**src/hw/rtl/sorted_table_indexed_search_core_defines.svh**
```systemverilog
// ----------------------------------------------------------------------------
// Assertion macros for the sorted table search core
// Shared concurrent assertion forms, sampled on clk and disabled in reset.
// ----------------------------------------------------------------------------
`ifndef SORTED_TABLE_INDEXED_SEARCH_CORE_DEFINES_SVH
`define SORTED_TABLE_INDEXED_SEARCH_CORE_DEFINES_SVH

// Condition holds at every clock edge out of reset
`define STIS_ASSERT_ALWAYS(label, cond, msg) \
    label: assert property (@(posedge clk) disable iff (!rst_n) (cond)) else $error(msg);

// Consequent holds in the same cycle as the antecedent
`define STIS_ASSERT_SAME(label, ante, cons, msg) \
    label: assert property (@(posedge clk) disable iff (!rst_n) (ante) |-> (cons)) \
        else $error(msg);

// Consequent holds in the cycle after the antecedent
`define STIS_ASSERT_NEXT(label, ante, cons, msg) \
    label: assert property (@(posedge clk) disable iff (!rst_n) (ante) |=> (cons)) \
        else $error(msg);

`endif

```
**src/hw/rtl/stis_pkg.sv**
```systemverilog
// ----------------------------------------------------------------------------
// stis_pkg
// Types, sizes and command/status codes of the sorted table search core.
// ----------------------------------------------------------------------------
package stis_pkg;

    localparam int CAPACITY    = 64;
    localparam int STRIDE      = 5;
    localparam int VALUE_WIDTH = 32;

    // Table address, entry count and walk pointer widths
    localparam int ADDR_W = $clog2(CAPACITY);
    localparam int CNT_W  = 7;
    localparam int PTR_W  = $clog2(CAPACITY + STRIDE + 1);

    // Stream word layout
    localparam int CMD_W       = 2;
    localparam int STATUS_W    = 2;
    localparam int KEY_W       = 32;
    localparam int OUT_TDATA_W = ((2 * CNT_W + 7) / 8) * 8;
    localparam int OUT_PAD_W   = OUT_TDATA_W - 2 * CNT_W;

    typedef logic signed [VALUE_WIDTH-1:0] value_t;

    typedef enum logic [CMD_W-1:0] {
        CMD_INSERT = 2'd0,
        CMD_REMOVE = 2'd1,
        CMD_SEARCH = 2'd2
    } cmd_t;

    typedef enum logic [STATUS_W-1:0] {
        ST_OK        = 2'd0,
        ST_NOT_FOUND = 2'd1,
        ST_FULL      = 2'd2
    } status_t;

    typedef enum logic [6:0] {
        S_IDLE  = 7'b0000001,
        S_INS   = 7'b0000010,
        S_LIN   = 7'b0000100,
        S_IDX   = 7'b0001000,
        S_WALK  = 7'b0010000,
        S_SHIFT = 7'b0100000,
        S_DONE  = 7'b1000000
    } state_t;

endpackage

```
**src/hw/rtl/sorted_table_indexed_search_core.sv**
```systemverilog
// ----------------------------------------------------------------------------
// sorted_table_indexed_search_core
// Sorted table of signed values with insert, remove and indexed search.
// ----------------------------------------------------------------------------
// Usage:
//   The slave stream takes one command word: tuser carries the command
//   (insert, remove, search), tdata the signed key. The master stream
//   returns exactly one word per command: tuser is the status (done/found,
//   not found, table full), tdata holds the one-based position and the
//   entry count after the command.
//   The table lives in one 64 x 32 synchronous memory with a registered read;
//   every step of a command is one memory read plus at most one write:
//   insert moves each larger entry up one place and then writes the key,
//   a short table is scanned from the front, an indexed search reads the
//   index points and walks back over the entries, and a remove runs as
//   a search and then pulls the entries behind the hit down one place.
//   One command is worked on at a time; tready is high while idle.
//   Reset clears the entry count and all control state; the memory is not
//   cleared since only entries below the count are ever used.
//   A stalled receiver holds the result in the output register; the next
//   command is still accepted and run, then waits until the output drains.
// ----------------------------------------------------------------------------
`include "sorted_table_indexed_search_core_defines.svh"

module sorted_table_indexed_search_core (
    input  logic                              clk,
    input  logic                              rst_n,
    // s_axis_tdata: key[31:0]
    input  logic [stis_pkg::KEY_W-1:0]        s_axis_tdata,
    // s_axis_tuser: cmd[1:0]
    input  logic [stis_pkg::CMD_W-1:0]        s_axis_tuser,
    input  logic                              s_axis_tvalid,
    output logic                              s_axis_tready,
    // m_axis_tdata: position[6:0], fill[13:7], zero pad[15:14]
    output logic [stis_pkg::OUT_TDATA_W-1:0]  m_axis_tdata,
    // m_axis_tuser: status[1:0]
    output logic [stis_pkg::STATUS_W-1:0]     m_axis_tuser,
    output logic                              m_axis_tvalid,
    input  logic                              m_axis_tready
);
    import stis_pkg::*;

    state_t                 state_reg, state_next;
    logic [PTR_W-1:0]       ptr_reg, ptr_next;
    logic [CNT_W-1:0]       cnt_reg, cnt_next;
    logic [CMD_W-1:0]       cmd_reg, cmd_next;
    value_t                 key_reg, key_next;
    logic [STATUS_W-1:0]    status_reg, status_next;
    logic [CNT_W-1:0]       pos_reg, pos_next;

    logic                   out_valid_reg, out_valid_next;
    logic [STATUS_W-1:0]    out_status_reg;
    logic [CNT_W-1:0]       out_pos_reg;
    logic [CNT_W-1:0]       out_fill_reg;
    logic                   out_load;

    value_t                 mem [CAPACITY];
    value_t                 rd_data;
    logic [ADDR_W-1:0]      rd_addr;
    logic                   mem_we;
    logic [ADDR_W-1:0]      mem_wa;
    value_t                 mem_wd;

    logic                   in_accept;
    logic                   hit;
    logic                   miss;
    logic [PTR_W-1:0]       cnt_ext;
    logic [PTR_W-1:0]       ptr_step;

    assign in_accept = s_axis_tvalid && s_axis_tready;
    assign s_axis_tready = (state_reg == S_IDLE);
    assign cnt_ext = PTR_W'(cnt_reg);
    assign ptr_step = ptr_reg + PTR_W'(STRIDE);

    // Table memory: one write port, one registered read port
    always_ff @(posedge clk)
    begin
        if (mem_we)
        begin
            mem[mem_wa] <= mem_wd;
        end
        rd_data <= mem[rd_addr];
    end

    // Command sequencer: each step consumes the word read in the last cycle
    always_comb
    begin
        state_next  = state_reg;
        ptr_next    = ptr_reg;
        cnt_next    = cnt_reg;
        cmd_next    = cmd_reg;
        key_next    = key_reg;
        status_next = status_reg;
        pos_next    = pos_reg;
        mem_we      = 1'b0;
        mem_wa      = ptr_reg[ADDR_W-1:0];
        mem_wd      = rd_data;
        rd_addr     = ptr_reg[ADDR_W-1:0];
        hit         = 1'b0;
        miss        = 1'b0;

        unique case (state_reg)
            S_IDLE:
            begin
                if (in_accept)
                begin
                    cmd_next = s_axis_tuser;
                    key_next = value_t'(s_axis_tdata);
                    pos_next = '0;
                    unique case (s_axis_tuser) inside
                        CMD_INSERT:
                        begin
                            if (cnt_reg >= CNT_W'(CAPACITY))
                            begin
                                status_next = ST_FULL;
                                state_next  = S_DONE;
                            end
                            else
                            begin
                                ptr_next   = cnt_ext;
                                rd_addr    = ADDR_W'(cnt_reg - 1'b1);
                                state_next = S_INS;
                            end
                        end
                        CMD_REMOVE, CMD_SEARCH:
                        begin
                            if (cnt_reg == '0)
                            begin
                                miss = 1'b1;
                            end
                            else if (cnt_reg < CNT_W'(STRIDE))
                            begin
                                ptr_next   = '0;
                                rd_addr    = '0;
                                state_next = S_LIN;
                            end
                            else
                            begin
                                ptr_next   = PTR_W'(STRIDE - 1);
                                rd_addr    = ADDR_W'(STRIDE - 1);
                                state_next = S_IDX;
                            end
                        end
                        default:
                        begin
                            miss = 1'b1;
                        end
                    endcase
                end
            end

            S_INS:
            begin
                // Move larger entries up one place, then drop the key in
                mem_we = 1'b1;
                if (ptr_reg != '0 && key_reg < rd_data)
                begin
                    mem_wd   = rd_data;
                    ptr_next = ptr_reg - 1'b1;
                    rd_addr  = ADDR_W'(ptr_reg - PTR_W'(2));
                end
                else
                begin
                    mem_wd      = key_reg;
                    cnt_next    = cnt_reg + 1'b1;
                    pos_next    = CNT_W'(ptr_reg + 1'b1);
                    status_next = ST_OK;
                    state_next  = S_DONE;
                end
            end

            S_LIN:
            begin
                // Short table: first equal entry from the front
                if (rd_data == key_reg)
                begin
                    hit = 1'b1;
                end
                else if (ptr_reg + 1'b1 == cnt_ext)
                begin
                    miss = 1'b1;
                end
                else
                begin
                    ptr_next = ptr_reg + 1'b1;
                    rd_addr  = ADDR_W'(ptr_reg + 1'b1);
                end
            end

            S_IDX:
            begin
                // Advance over index points below the key
                if (key_reg > rd_data)
                begin
                    if (ptr_step < cnt_ext)
                    begin
                        ptr_next = ptr_step;
                        rd_addr  = ptr_step[ADDR_W-1:0];
                    end
                    else
                    begin
                        ptr_next   = cnt_ext - 1'b1;
                        rd_addr    = ADDR_W'(cnt_reg - 1'b1);
                        state_next = S_WALK;
                    end
                end
                else
                begin
                    state_next = S_WALK;
                end
            end

            S_WALK:
            begin
                // Walk back while the key is below the entry
                if (key_reg < rd_data)
                begin
                    if (ptr_reg == '0)
                    begin
                        miss = 1'b1;
                    end
                    else
                    begin
                        ptr_next = ptr_reg - 1'b1;
                        rd_addr  = ADDR_W'(ptr_reg - 1'b1);
                    end
                end
                else if (rd_data == key_reg)
                begin
                    hit = 1'b1;
                end
                else
                begin
                    miss = 1'b1;
                end
            end

            S_SHIFT:
            begin
                // Close the gap: pull each following entry down one place
                mem_we = 1'b1;
                mem_wd = rd_data;
                if (ptr_reg + PTR_W'(2) < cnt_ext)
                begin
                    ptr_next = ptr_reg + 1'b1;
                    rd_addr  = ADDR_W'(ptr_reg + PTR_W'(2));
                end
                else
                begin
                    cnt_next   = cnt_reg - 1'b1;
                    state_next = S_DONE;
                end
            end

            S_DONE:
            begin
                if (!out_valid_reg || m_axis_tready)
                begin
                    state_next = S_IDLE;
                end
            end

            default:
            begin
                state_next = S_IDLE;
            end
        endcase

        // Settle a found or missing entry
        if (miss)
        begin
            status_next = ST_NOT_FOUND;
            pos_next    = '0;
            state_next  = S_DONE;
        end
        if (hit)
        begin
            status_next = ST_OK;
            pos_next    = CNT_W'(ptr_reg + 1'b1);
            state_next  = S_DONE;
            if (cmd_reg == CMD_REMOVE)
            begin
                if (ptr_reg + 1'b1 < cnt_ext)
                begin
                    rd_addr    = ADDR_W'(ptr_reg + 1'b1);
                    state_next = S_SHIFT;
                end
                else
                begin
                    cnt_next = cnt_reg - 1'b1;
                end
            end
        end
    end

    // Control state
    always_ff @(posedge clk or negedge rst_n)
    begin
        if (!rst_n)
        begin
            state_reg     <= S_IDLE;
            cnt_reg       <= '0;
            out_valid_reg <= 1'b0;
        end
        else
        begin
            state_reg     <= state_next;
            cnt_reg       <= cnt_next;
            out_valid_reg <= out_valid_next;
        end
    end

    // Working payload
    always_ff @(posedge clk)
    begin
        ptr_reg    <= ptr_next;
        cmd_reg    <= cmd_next;
        key_reg    <= key_next;
        status_reg <= status_next;
        pos_reg    <= pos_next;
    end

    // Output register: load a finished result once the slot is free
    assign out_load = (state_reg == S_DONE) && (!out_valid_reg || m_axis_tready);
    assign out_valid_next = out_load || (out_valid_reg && !m_axis_tready);

    always_ff @(posedge clk)
    begin
        if (out_load)
        begin
            out_status_reg <= status_reg;
            out_pos_reg    <= pos_reg;
            out_fill_reg   <= cnt_reg;
        end
    end

    assign m_axis_tvalid = out_valid_reg;
    assign m_axis_tuser  = out_status_reg;
    assign m_axis_tdata  = {{OUT_PAD_W{1'b0}}, out_fill_reg, out_pos_reg};

    // Checks
    `STIS_ASSERT_ALWAYS(a_cnt_range, cnt_reg <= CNT_W'(CAPACITY),
        "entry count above capacity")
    `STIS_ASSERT_SAME(a_we_states, mem_we, state_reg == S_INS || state_reg == S_SHIFT,
        "table written outside insert or shift")
    `STIS_ASSERT_SAME(a_ins_ptr, state_reg == S_INS, ptr_reg <= cnt_ext,
        "insert pointer past the entry count")
    `STIS_ASSERT_NEXT(a_accept_busy, in_accept, state_reg != S_IDLE,
        "accepted command did not start")

endmodule

```
**config.mk**
```make
export PLATFORM = sky130hd
export DESIGN_NAME = sorted_table_indexed_search_core
export DESIGN_NICKNAME = d
export VERILOG_FILES = /design/src/hw/rtl/stis_pkg.sv /design/src/hw/rtl/sorted_table_indexed_search_core.sv
export VERILOG_INCLUDE_DIRS = /design/src /design/src/hw/rtl
export SDC_FILE = /design/constraint.sdc
export NUM_CORES = 2
export LEC_CHECK = 0
export ABC_AREA = 0
export BUFFER_PORTS_ARGS = -buffer_cell sky130_fd_sc_hd__buf_2
export CAP_MARGIN = 30
export CORE_ASPECT_RATIO = 1.25
export CORE_UTILIZATION = 35
export CTS_CLUSTER_SIZE = 25
export DETAILED_ROUTE_END_ITERATION = 10
export PLACE_DENSITY = 0.6
export SLEW_MARGIN = 20
export SYNTH_ARGS = -nofsm -noshare
export SYNTH_HDL_FRONTEND = slang
export SYNTH_SLANG_ARGS = --single-unit
```
**constraint.sdc**
```tcl
create_clock -name clk -period 14.5 [get_ports clk]
set_input_delay 0 -clock clk [delete_from_list [all_inputs] [get_ports clk]]
set_output_delay 0 -clock clk [all_outputs]
set_load 0.02 [all_outputs]
```
==> run metrics <==
status completed; 1st-iter DRT viols around 12k; TritonCTS Sinks approximately 2.2k; clock root cell clkbuf_16; CTS clock-pin slew for the worst setup and hold paths 70 ps; Critical Path RT 15,220 ps; layout cells sized above 1 0.1242; clk_lat worst skew 920 ps; # IOs 58; Max Slew Vio Count 0; Async S/R FF share, synth 0.006941; initial antenna violation count 17; Avg Inst Size Synth ~12 um2; fin crit share 0.6181; final setup vio count 0; critical path data arrival time 9680 ps; Placed Cells 11.74k; Routed WL approximately 390 mm; die height 608.7 um; Setup TNS 0 ps; Setup CP Type reg -> reg; Netlist cell types 100; gr usage total 0.2543; CTS Buf Count 212; largest net degree at the start of global routing around 180; Setup crit start ptr_reg[0]; critical-path cell list buf_4 > inv_8 > ha_1 > ha_1 > nor2b_1 > o21ai_0 > nand2b_1 > a21oi_1 > o21a_1 > o2111a_2 > nor4_1 > a22oi_2 > buf_4 > nand2b_4 > buf_4 > buf_4 > a21oi_1 > a211o_1 > nor3_1 > a2111oi_2; Synthesis Warnings 0; gr ovfl total 0; post-synthesis sequential area ratio 0.6257; Final Hold Viols 0; slowest CP cell o2111a_2; Vias approximately 80k; RSZ-0062 raised after global routing no; nets 8,217; number of synthesized flops with an enable pin 2,112; die width 487.3 um; Routed wire per std cell 32.13 um; PortBufs 55; DR DRC count 0; RR Startpoint ptr_reg[0]; Core ar. roughly 300,000 um2; Largest register FFs 2,048; H-Tree Level Count 4; FP Rows 222; global-route wire length before repair 558.4 mm; initial core utilization 0.3520; Fmax achieved 111.6 MHz; Max-slew headroom 0.07181; vias in the first global route 77.75k; most used cell, CP buf_4; DRT antenna net count 0; cells after synthesis 8,355; Post-Syn Area 103,100 um2; Die ar. 296,600 um2; CTS tree done; Post-CTS Setup Bufs 0; clk_skew 80.02 ps; TritonRoute pass-1 iters 7; worst min path class in -> async; Synth-to-Final Area Change 12.63%; via-per-instance ratio roughly 6.7; RD Place Congestion 0.9072; Slew @ Worst Pin 1392 ps; crit-path max cell delay 850 ps; fin cells 12.20k; Max Cap Viol 0; dominant synthesized flop cell edfxtp_1; dpl hpwl 222.3 mm; cts hold-fix bufs 74; Critical Path Fanout Max 121; CTS max path bufs 4; post-cts sizing count 0; Critical Path End Type flop; CP Launch Type flop; Tmin final about 9000 ps; Seq cells post-synth 2,161
==> critical path, delay by kind of cell, from the launching register on <==
family | cells | cell delay [ps]
adders and majority gates | 2 | 1050
DFF | 1 | 320
AOI/OAI and AO/OA | 8 | 2330
buffers and inverters | 5 | 3050
and+or+nand+nor | 5 | 1840
==> through the flow <==
step | setup WS, ps | hold slack [ps] | cell area, um2 | util
6_report | 5537 | 326.6 | 116100 | 0.3964
5_1_grt | 5581 | 380.8 | 116100 | 0.3964
4_1_cts | 5886 | 290.2 | 116000 | 0.3961
3_5_place_dp | 5893 | -37.04 | 108600 | 0.3708
3_3_place_gp | 5183 | -50.03 | 107800 | 0.3681
2_1_floorplan | 8116 | -295.6 | 103100 | -
==> cell families after synthesis <==
group                    count (synthesis)  synth area share
AO/OA/AOI/OAI                         3274            0.2320
XOR/XNOR                                27          0.002295
adder cells (fa/ha/maj)                 63          0.007649
buffers and inverters                  941           0.03753
flip-flops                            2161            0.6257
multiplexers                           110           0.01200
other                                    1        0.00003639
AND/OR/NAND/NOR                       1778           0.08277
==> metal layers <==
metal	vias up	GRT usage	part of all wire
met4	2	0.1762	0.080
li1	33930	-	-
met1	41530	0.3201	0.36
met5	-	0	0.000023
met3	1082	0.04654	0.11
met2	5376	0.3956	0.45
==> cell usage after synthesis, types with 32 or more instances <==
cell type	n	share of area
a2111o_1	63	0.0069
a211oi_1	95	0.0069
a21oi_1	510	0.025
a311oi_1	64	0.0054
a31o_2	52	0.0044
and3_1	40	0.0024
buf_1	61	0.0022
buf_2	142	0.0069
clkbuf_1	654	0.024
dfxtp_1	34	0.0066
edfxtp_1	2112	0.62
ha_1	63	0.0076
inv_1	57	0.0021
mux2_2	63	0.0069
nand2_1	509	0.019
nand3_1	64	0.0031
nor2_1	399	0.015
nor3_1	267	0.013
nor4_1	192	0.012
o211ai_1	102	0.0074
o21a_1	99	0.0072
o21ai_0	306	0.015
o21ai_1	39	0.0019
o221a_2	32	0.0035
o221ai_1	639	0.054
o22a_1	353	0.030
o22ai_1	582	0.035
o311ai_0	32	0.0027
o31ai_1	157	0.011
or3_1	221	0.013
==> final timing paths <==
check,depth (start not counted),slack (ps),endpoint
max,20,5540,rd_data[11]
min,3,330,cnt_ext[1]
max reg2reg,20,5540,rd_data[11]
min reg2reg,0,420,out_pos_reg[6]
max in group asynchronous,3,13650,cnt_ext[6]
min in group clk,6,330,status_reg[1]
==> cell type report <==
| class | count | area [um2] |
|---|---|---|
| Fill cell | 27120 | 176700 |
| Sequential cell | 2161 | 64480 |
| Multi-Input combinational cell | 5254 | 36030 |
| Clock buffer | 275 | 5717 |
| Tap cell | 3920 | 4905 |
| Timing Repair Buffer | 430 | 3755 |
| Clock inverter | 100 | 950.9 |
| Inverter | 57 | 221.5 |
| Antenna cell | 5 | 12.51 |
==> placed cells by master (no fill, tap or decap), types with 68 or more instances in the layout <==
| cell type | count |
|---|---|
| a211oi_1 | 76 |
| a21oi_1 | 509 |
| buf_4 | 256 |
| clkbuf_16 | 216 |
| dlygate4sd3_1 | 74 |
| edfxtp_1 | 2112 |
| nand2_1 | 506 |
| nor2_1 | 333 |
| nor2_4 | 68 |
| nor3_1 | 254 |
| nor4_1 | 192 |
| o211ai_1 | 102 |
| o21a_1 | 98 |
| o21ai_0 | 256 |
| o221ai_1 | 639 |
| o22a_1 | 353 |
| o22ai_1 | 582 |
| o31ai_1 | 157 |
| or3_1 | 220 |
Power is not shown: default switching activity piles up to over one toggle a cycle in this logic, so the estimate is an artifact.
